--- src/sv/lid_pkg.sv ---
package lid_pkg;

    // default geometry of the coordinates and of the fixed-point result
    localparam int LID_COORD_WIDTH   = 16;
    localparam int LID_FRACTION_BITS = 8;

    // result coordinate width and quotient cap (2^40)
    localparam int LID_OUT_WIDTH = 32;
    localparam int LID_CAP_LOG2  = 40;
    localparam int LID_QUO_WIDTH = LID_CAP_LOG2 + 1;

    // control that travels with each pipeline slot
    typedef struct packed {
        logic valid;
        logic parallel;
    } t_lid_ctl;

endpackage

--- src/sv/lid_div_stage.sv ---
module lid_div_stage
    import lid_pkg::*;
#(
    parameter int PW = 35,
    parameter int NW = 60,
    parameter int SW = 34
) (
    input  logic                    i_clk,
    input  logic                    i_rst_n,
    input  logic                    i_en,
    input  t_lid_ctl                i_ctl,
    input  logic [PW-1:0]           i_dm,
    input  logic [SW-1:0]           i_side,
    input  logic [1:0][PW-1:0]      i_rem,
    input  logic [1:0][NW-1:0]      i_dvd,
    input  logic [1:0][LID_QUO_WIDTH-1:0] i_quo,
    input  logic [1:0]              i_ovf,
    output t_lid_ctl                o_ctl,
    output logic [PW-1:0]           o_dm,
    output logic [SW-1:0]           o_side,
    output logic [1:0][PW-1:0]      o_rem,
    output logic [1:0][NW-1:0]      o_dvd,
    output logic [1:0][LID_QUO_WIDTH-1:0] o_quo,
    output logic [1:0]              o_ovf
);

    logic [1:0][PW:0]               w_trial;
    logic [1:0][PW:0]               w_diff;
    logic [1:0]                     w_bit;
    logic [1:0][PW-1:0]             n_rem;

    // one restoring step per axis: bring down the next dividend bit
    always_comb begin
        for (int a = 0; a < 2; a++) begin
            w_trial[a] = {i_rem[a], i_dvd[a][NW-1]};
            w_diff[a]  = w_trial[a] - {1'b0, i_dm};
            w_bit[a]   = (w_trial[a] >= {1'b0, i_dm});
            n_rem[a]   = w_bit[a] ? w_diff[a][PW-1:0] : w_trial[a][PW-1:0];
        end
    end

    // hold control under stall
    always_ff @(posedge i_clk) begin
        if (!i_rst_n) begin
            o_ctl <= '0;
        end else if (i_en) begin
            o_ctl <= i_ctl;
        end
    end

    // advance the partial remainder and quotient
    always_ff @(posedge i_clk) begin
        if (i_en) begin
            o_dm   <= i_dm;
            o_side <= i_side;
            for (int a = 0; a < 2; a++) begin
                o_rem[a] <= n_rem[a];
                o_dvd[a] <= {i_dvd[a][NW-2:0], 1'b0};
                o_quo[a] <= {i_quo[a][LID_QUO_WIDTH-2:0], w_bit[a]};
                o_ovf[a] <= i_ovf[a] | i_quo[a][LID_QUO_WIDTH-1];
            end
        end
    end

endmodule

--- config.mk ---
export PLATFORM = sky130hd
export DESIGN_NAME = lid_div_stage
export DESIGN_NICKNAME = d
export VERILOG_FILES = /design/src/sv/lid_pkg.sv /design/src/sv/lid_div_stage.sv
export SDC_FILE = /design/constraint.sdc
export NUM_CORES = 1
export LEC_CHECK = 0
export ABC_AREA = 1
export ABC_CLOCK_PERIOD_IN_PS = 3200
export BUFFER_PORTS_ARGS = -buffer_cell sky130_fd_sc_hd__buf_4
export CORE_AREA = 2 2 268 270
export DETAILED_ROUTE_END_ITERATION = 7
export DIE_AREA = 0 0 270 272
export PLACE_DENSITY = 0.45
export SETUP_SLACK_MARGIN = 0.4
export SKIP_LAST_GASP = 1
export SYNTH_ARGS = -nofsm -noshare
export SYNTH_HDL_FRONTEND = slang
export SYNTH_SLANG_ARGS = --single-unit
--- constraint.sdc ---
create_clock -name i_clk -period 3.2 [get_ports i_clk]
set_clock_uncertainty 0.1 [all_clocks]
set_input_delay 0.64 -clock i_clk [delete_from_list [all_inputs] [get_ports i_clk]]
set_output_delay 0.64 -clock i_clk [all_outputs]
set_load 0.05 [all_outputs]
==> key figures, run 1 <==
Worst setup path
  – CP Launch Type: input pin
  – Critical Path End Type: flip-flop
  – Worst Path Max Fanout: 26
  – Worst Reg-to-Reg Cells: 2
  – Worst path arrival time: approximately 2.7 ns
  – CP Data Required Time: roughly 3.4 ns
  – CP Class: in2reg

Clock tree
  – CTS clock-pin slew for the worst setup and hold paths: 0.06 ns
  – Clk buf depth: 3
  – Post-CTS setup buffer count: 0
  – Total CTS buffers: 43
  – # clock sinks: roughly 340
  – TritonCTS clock tree: done
  – Clock Latency Late Sink: roughly 0.56 ns
  – Cts hold-fix bufs: 0
  – CTS root buffer: clkbuf_16
  – CTS H-tree lvls: 2
  – Post-CTS sizing: 0

Outcome
  – Status: completed

Placement
  – Port Buf Inserts: around 700
  – Post-DP Area: 23400 um2
  – GPL Wtd Cong: 0.946
  – DP HPWL: around 68000 um

Min path
  – WHS Path Cells: 1
  – Type of the worst min-delay path: in2reg

Global routing
  – Vias in the first global route: between 15000 and 20000
  – Antenna violations before repair: 9
  – Global-route wire length before repair: 111000 um
  – Largest net degree at the start of global routing: 67
  – Total congestion overflow: 0
  – Overall routing resource usage: about a fifth

STA
  – Fin crit period: roughly 2.5 ns
  – Worst Tran Pin Value: between 0.5 and 0.6 ns
  – Setup-failing EPs final: 0
  – Setup TNS: 0 ns
  – Period utilization: around four fifths
  – Hold Fails Final Rpt: 0
  – RSZ-0062 raised after global routing: no
  – Hold WS: 0.140 ns
  – Slew Viols, Final: 0
  – F_max: between 0.3 and 0.4 GHz
  – Max_slew headroom: 63.9%

Floorplanning
  – Initial Utilization: roughly a quarter
  – Cell Rows: 98
  – Die height: about 270 um
  – Core ar.: approximately 71000 um2
  – Die X: about 270 um
  – Die ar.: ~73000 um2
  – I/O pins: 693

Drt
  – Post-route DRC violation count: 0
  – WL final: around 80000 um
  – Initial DRC count: roughly 800
  – DR vias/cell: between 4 and 5
  – TritonRoute pass-1 iters: 7
  – Total number of vias: ~15000
  – ANT nets after route: 0
  – Drt wl/cell: 23.8 um

Synthesis
  – Post-Syn Instances: roughly 1700
  – Post-synth top flop: edfxtp_1
  – Netlist Area Pre-Place: 16800 um2
  – Sequential share of the synthesized area: 61.1%
  – EDFF count, synth: ~340
  – Ys async rst share: 0%
  – Yosys reg bits: between 300 and 400
  – Yosys warning total: 0
  – Synth unique cells: 40
  – Syn Area/Cell: ~10 um2

Power and ir drop
  – Clock share of power: approximately 33%
  – Power Internal: around 0.0094 W
  – Switching power total: 0.00513 W
  – Lkg Pwr: approximately 12 nW
  – Power per Cell Area: around 590 nW/um2
  – Switch share: 35.3%
  – Total power: 0.0145 W
  – VDD IR max: 0.000319 V
  – Part of the power in combinational logic: roughly 29%
  – Reg power frac: between 30% and 40%

Layout
  – Commonest cells after routing, fill and taps aside: buf_4 (717), nand2_1 (532), edfxtp_1 (341), inv_1 (247), nor2_1 (108)
  – Nets@finish: around 2800
  – Share of post-route cells with drive strength above 1: between 30% and 40%
  – Area grow syn2layout: 47.4%
  – Fin area: about 25000 um2
  – Commonest non-fill, non-tap cell in the layout: buf_4
  – Multi-input combinational cell area: 5420 um2
  – Fill cells: about 7300
  – Register Area: roughly 10000 um2

Run
  – # Max-Cap Violations: 0
==> sequential cells by signal, summed over array words and instances (netlist names) <==
name and count:
o_dvd 118, o_quo 82, o_rem 70, o_dm 35, o_side 34, o_ctl 2
o_ovf 2
==> layer usage <==
layer | up-vias | GRT usage [%] | wire (um)
met5 | - | 0 | 92
met4 | 14 | 6.71 | 2690
met3 | 115 | 5.01 | 4940
met2 | 531 | 40.2 | 43100
met1 | 7229 | 23.1 | 30300
li1 | 6992 | - | -
==> worst max-delay path: stages <==
cell	delay, ns
buf_4	0.08
inv_1	0.09
ha_1	0.44
nand2_2	0.13
nor3_4	0.27
nand2_2	0.11
nor2_1	0.20
nand3_1	0.15
nand4_2	0.17
buf_4	0.27
o21ai_0	0.15
==> worst paths after layout <==
check	from	to	slack (ns)
min	i_quo[62]	o_quo[63]	0.14
max reg2reg	o_ctl[0]	o_ctl[0]	2.42
min reg2reg	o_ctl[1]	o_ctl[1]	0.43
max	i_dm[32]	o_rem[47]	0.69
==> cells in the mapped netlist, types with 3 or more instances <==
cell | count | share of area (%)
edfxtp_1 | 341 | 61
o21ai_1 | 6 | 0.18
nor3_1 | 18 | 0.54
a21oi_1 | 55 | 1.6
nand3_2 | 20 | 1.2
o21ai_0 | 37 | 1.1
buf_4 | 3 | 0.13
inv_2 | 12 | 0.27
xor2_1 | 31 | 1.6
nand3b_1 | 14 | 0.62
buf_2 | 7 | 0.21
nand2_1 | 532 | 12
nor2_4 | 4 | 0.27
nor2_1 | 108 | 2.4
nand4_1 | 21 | 0.78
ha_1 | 70 | 5.2
xnor2_1 | 5 | 0.26
nand2_2 | 23 | 0.86
a21oi_2 | 3 | 0.16
buf_8 | 3 | 0.27
nand3_1 | 61 | 1.8
o21bai_1 | 11 | 0.49
inv_1 | 247 | 5.5
nor2_2 | 9 | 0.33
==> through the flow <==
step	worst slack, ns	utilization, %	std cells
after floorplan	0.598	-	1665
after global placement	0.0886	33.1	3324
after detailed placement	0.0687	33.1	3324
after CTS	0.690	35.0	3401
after global routing	0.562	35.0	3401
final	0.690	35.0	3404
==> power by group through the flow <==
stage | registers (W) | clock network, W | logic, W
2_1_floorplan | 0.00713 | 0 | 0.00100
5_1_grt | 0.00565 | 0.00510 | 0.00439
6_report | 0.00561 | 0.00477 | 0.00415
4_1_cts | 0.00562 | 0.00494 | 0.00420
3_5_place_dp | 0.00570 | 0 | 0.00419
3_3_place_gp | 0.00571 | 0 | 0.00419
==> logic make-up (layout without fill, tap and decap cells) <==
family,Yosys count,count (layout),synth area share [%]
xor gates and xnor gates,36,36,1.87
DFF,343,343,61.1
buffers and inverters,278,1064,6.71
adders and majority gates,72,72,5.44
and+or+nand+nor,820,820,21.2
other,1,5,0.0223
AOI/OAI and AO/OA,114,114,3.65
==> final cells by class <==
class	instances	share of cell area (%)
clock inverters	24	0.833
multi-input cells	1044	21.9
clock buffers	53	4.58
repair buffers	727	22.5
diodes	3	0.0303
inverters	260	3.94
well taps	950	4.80
flip-flops and latches	343	41.5
Note: power is estimated with default switching activity, not from simulation.
==> run 2: changes to the inputs <==
--- a/config.mk
+++ b/config.mk
@@ -6,7 +6,7 @@
 export NUM_CORES = 1
 export LEC_CHECK = 0
 export ABC_AREA = 1
-export ABC_CLOCK_PERIOD_IN_PS = 3200
+export ABC_CLOCK_PERIOD_IN_PS = 2400
 export BUFFER_PORTS_ARGS = -buffer_cell sky130_fd_sc_hd__buf_4
 export CORE_AREA = 2 2 268 270
 export DETAILED_ROUTE_END_ITERATION = 7
==> constraint.sdc (replaced) <==
create_clock -name i_clk -period 2.4 [get_ports i_clk]
set_clock_uncertainty 0.1 [all_clocks]
set_input_delay 0.48 -clock i_clk [delete_from_list [all_inputs] [get_ports i_clk]]
set_output_delay 0.48 -clock i_clk [all_outputs]
set_load 0.05 [all_outputs]
==> run 2 against run 1 <==
Compared with the run above: wire length is 8.5% higher; via count is 12% higher; die area unchanged; count of clock-buffer cells in the layout decreased by 1; global-route usage increased by 1.9 points; hold slack worse by 0.11 ns; clock power increased by 33%; core utilization rose by 8.3 points; critical path depth increased by 5; combinational power up 64%; cell count is 15% higher; largest power group unchanged; highest routed layer unchanged.
==> key figures, run 2 (synthesis gave the netlist of run 1 again) <==
Drt
  – Initial DRC count: 851 (+4.2%)
  – Total number of vias: 16700 (+12%)
  – Met1 WL: 32600 um (+7.5%)
  – Met3 wire length: 5110 um (+3.5%)
  – Drt wl/cell: 22.4 um (-6.0%)
  – WL final: 88100 um (+8.5%)
  – TritonRoute pass-1 iters: 5 (-2)
  – ANT nets after route: 0 (unchanged)
  – Met2 wire length: 45500 um (+5.5%)
  – DR vias/cell: 4.25 (-2.8%)
  – Post-route DRC violation count: 0 (unchanged)
  – Top layer in use: met5

Global routing
  – Antenna violations before repair: 30 (+21)
  – Vias in the first global route: 17500 (+16%)
  – Overall routing resource usage: 23.1% (+1.9 points)
  – Total congestion overflow: 0 (unchanged)
  – Largest net degree at the start of global routing: 61 (-9.0%)
  – Global-route wire length before repair: 122000 um (+9.8%)

Worst setup path
  – Worst Path Max Fanout: 14 (-46%)
  – Worst path arrival time: 2.31 ns (-0.40 ns)
  – CP Data Required Time: 2.64 ns (-0.76 ns)
  – CP Launch Type: input pin
  – CP Class: in2reg
  – Critical Path End Type: flip-flop

Outcome
  – Status: completed

Layout
  – Commonest cells after routing, fill and taps aside: buf_4 (961), nand2_1 (476), edfxtp_1 (341), dlygate4sd3_1 (258), inv_1 (213)
  – Commonest non-fill, non-tap cell in the layout: buf_4
  – Reg with most FFs: o_dvd
  – Share of post-route cells with drive strength above 1: 43.8% (+8.5 points)
  – Largest registers: o_dvd (118), o_quo (82), o_rem (70)
  – Fin area: 30600 um2 (+24%)
  – Nets@finish: 3359 (+18%)
  – Largest register FFs: 118 (unchanged)
  – Area grow syn2layout: 82.1%

Min path
  – Type of the worst min-delay path: in2reg

Placement
  – Port Buf Inserts: 690 (unchanged)
  – GPL Wtd Cong: 0.908 (-4.1%)
  – Pre-CTS setup slack: -0.434 ns (-0.503 ns)
  – Post-DP Area: 26200 um2 (+12%)
  – DP HPWL: 72000 um (+6.5%)

STA
  – Fin crit period: between 2 and 2.5 ns
  – Period utilization: roughly 86%
  – Setup-failing EPs final: 0 (unchanged)
  – Hold Fails Final Rpt: 0 (unchanged)
  – RSZ-0062 raised after global routing: yes
  – Slack of the critical path: 0.325 ns (-0.365 ns)
  – F_max: about 0.48 GHz
  – Slew Viols, Final: 0 (unchanged)

Clock tree
  – CTS root buffer: clkbuf_16
  – Clock Latency Late Sink: 0.57 ns (about the same)
  – CTS H-tree lvls: 2 (unchanged)
  – Clk buf depth: 3 (unchanged)
  – Total CTS buffers: 42 (-2.3%)
  – TritonCTS clock tree: done
  – CTS clock-pin slew for the worst setup and hold paths: 0.06 ns (about the same)
  – # clock sinks: 343 (unchanged)

Power and ir drop
  – Power per Cell Area: 673 nW/um2 (+15%)
  – VDD IR max: 0.000498 V (+56%)
  – Lkg Pwr: 14.1 nW (+21%)
  – Total power: 0.0206 W (+42%)

Floorplanning
  – Die X: 270 um (unchanged)
  – I/O pins: 693 (unchanged)
  – Die ar.: 73400 um2 (unchanged)
  – Initial Utilization: 23.8% (unchanged)
  – Cell Rows: 98 (unchanged)
  – Die height: 272 um (unchanged)
  – Core ar.: 70800 um2 (unchanged)

Run
  – # Max-Cap Violations: 0 (unchanged)
run 2: changes by cell type in the layout (fill, tap and decap cells not counted), sizes merged:
cell	change
buf	+261
clkbuf	+1
clkinv	-2
bufinv	+2
dlygate4sd3	+258
diode	+10
inv	-5
run 2: power breakdown:
group          internal, W  leakage, nW  total (W)  switching, W
clock              0.00365        0.636    0.00634       0.00269
combinational      0.00256         10.2    0.00681       0.00425
sequential         0.00726         3.35    0.00748      0.000216
total               0.0135         14.1     0.0206       0.00716
run 2: layout make-up:
| class | count | area [um2] |
|---|---|---|
| antenna | 13 | 32.5 |
| clock buffer | 52 | 1090 |
| clock inverter | 19 | 224 |
| fill | 6874 | 40100 |
| inverter | 260 | 1050 |
| multi-input combinational | 1044 | 6410 |
| sequential | 343 | 10300 |
| tap | 950 | 1190 |
| timing repair buffer | 1248 | 10400 |
run 2: worst paths after layout:
check / end / cells after the start / from / slack [ns]
max: o_quo[0] / 16 / i_dm[8] / 0.32
min: o_quo[77] / 1 / i_quo[76] / 0.03
max reg2reg: o_ctl[0] / 2 / o_ctl[0] / 1.65
min reg2reg: o_ctl[1] / 2 / o_ctl[1] / 0.43
run 2: per-stage QoR:
stage	std cells	TNS (ns)	util [%]	hold WS [ns]
after detailed placement	3573	-23.13	37.0	0.416
after floorplan	1665	0	-	0.479
after CTS	3904	0	42.7	0.000935
after global routing	3923	0	43.3	0.00393
after global placement	3573	-23.39	37.0	0.383
final	3929	0	43.3	0.0320
run 2: what timing repair did:
item                       in CTS  in global routing
setup endpoints to repair      57                 71
gates resized for setup        29                 72
hold buffers                  258                  0
pin swaps                       2                  8
hold endpoints to repair      258                  0
gates cloned                    0                  3
buffers inserted                2                  9
run 2: worst max-delay path, cell delays in order:
cell and delay [ns]:
buf_4 0.11, clkinvlp_4 0.13, ha_4 0.28, nand2_2 0.07
inv_2 0.04, nand2_2 0.08, inv_1 0.05, nand2_1 0.07
nor2_2 0.06, buf_4 0.13, nand2_1 0.05, nand2_1 0.09
a21oi_4 0.21, nand2_8 0.11, clkbuf_16 0.21, buf_4 0.14
run 2: per-layer routing:
metal	global-route usage (%)	vias up
li1	-	8037
met1	24.6	7914
met2	42.7	540
met3	5.79	173
met4	10.8	34
met5	0	-
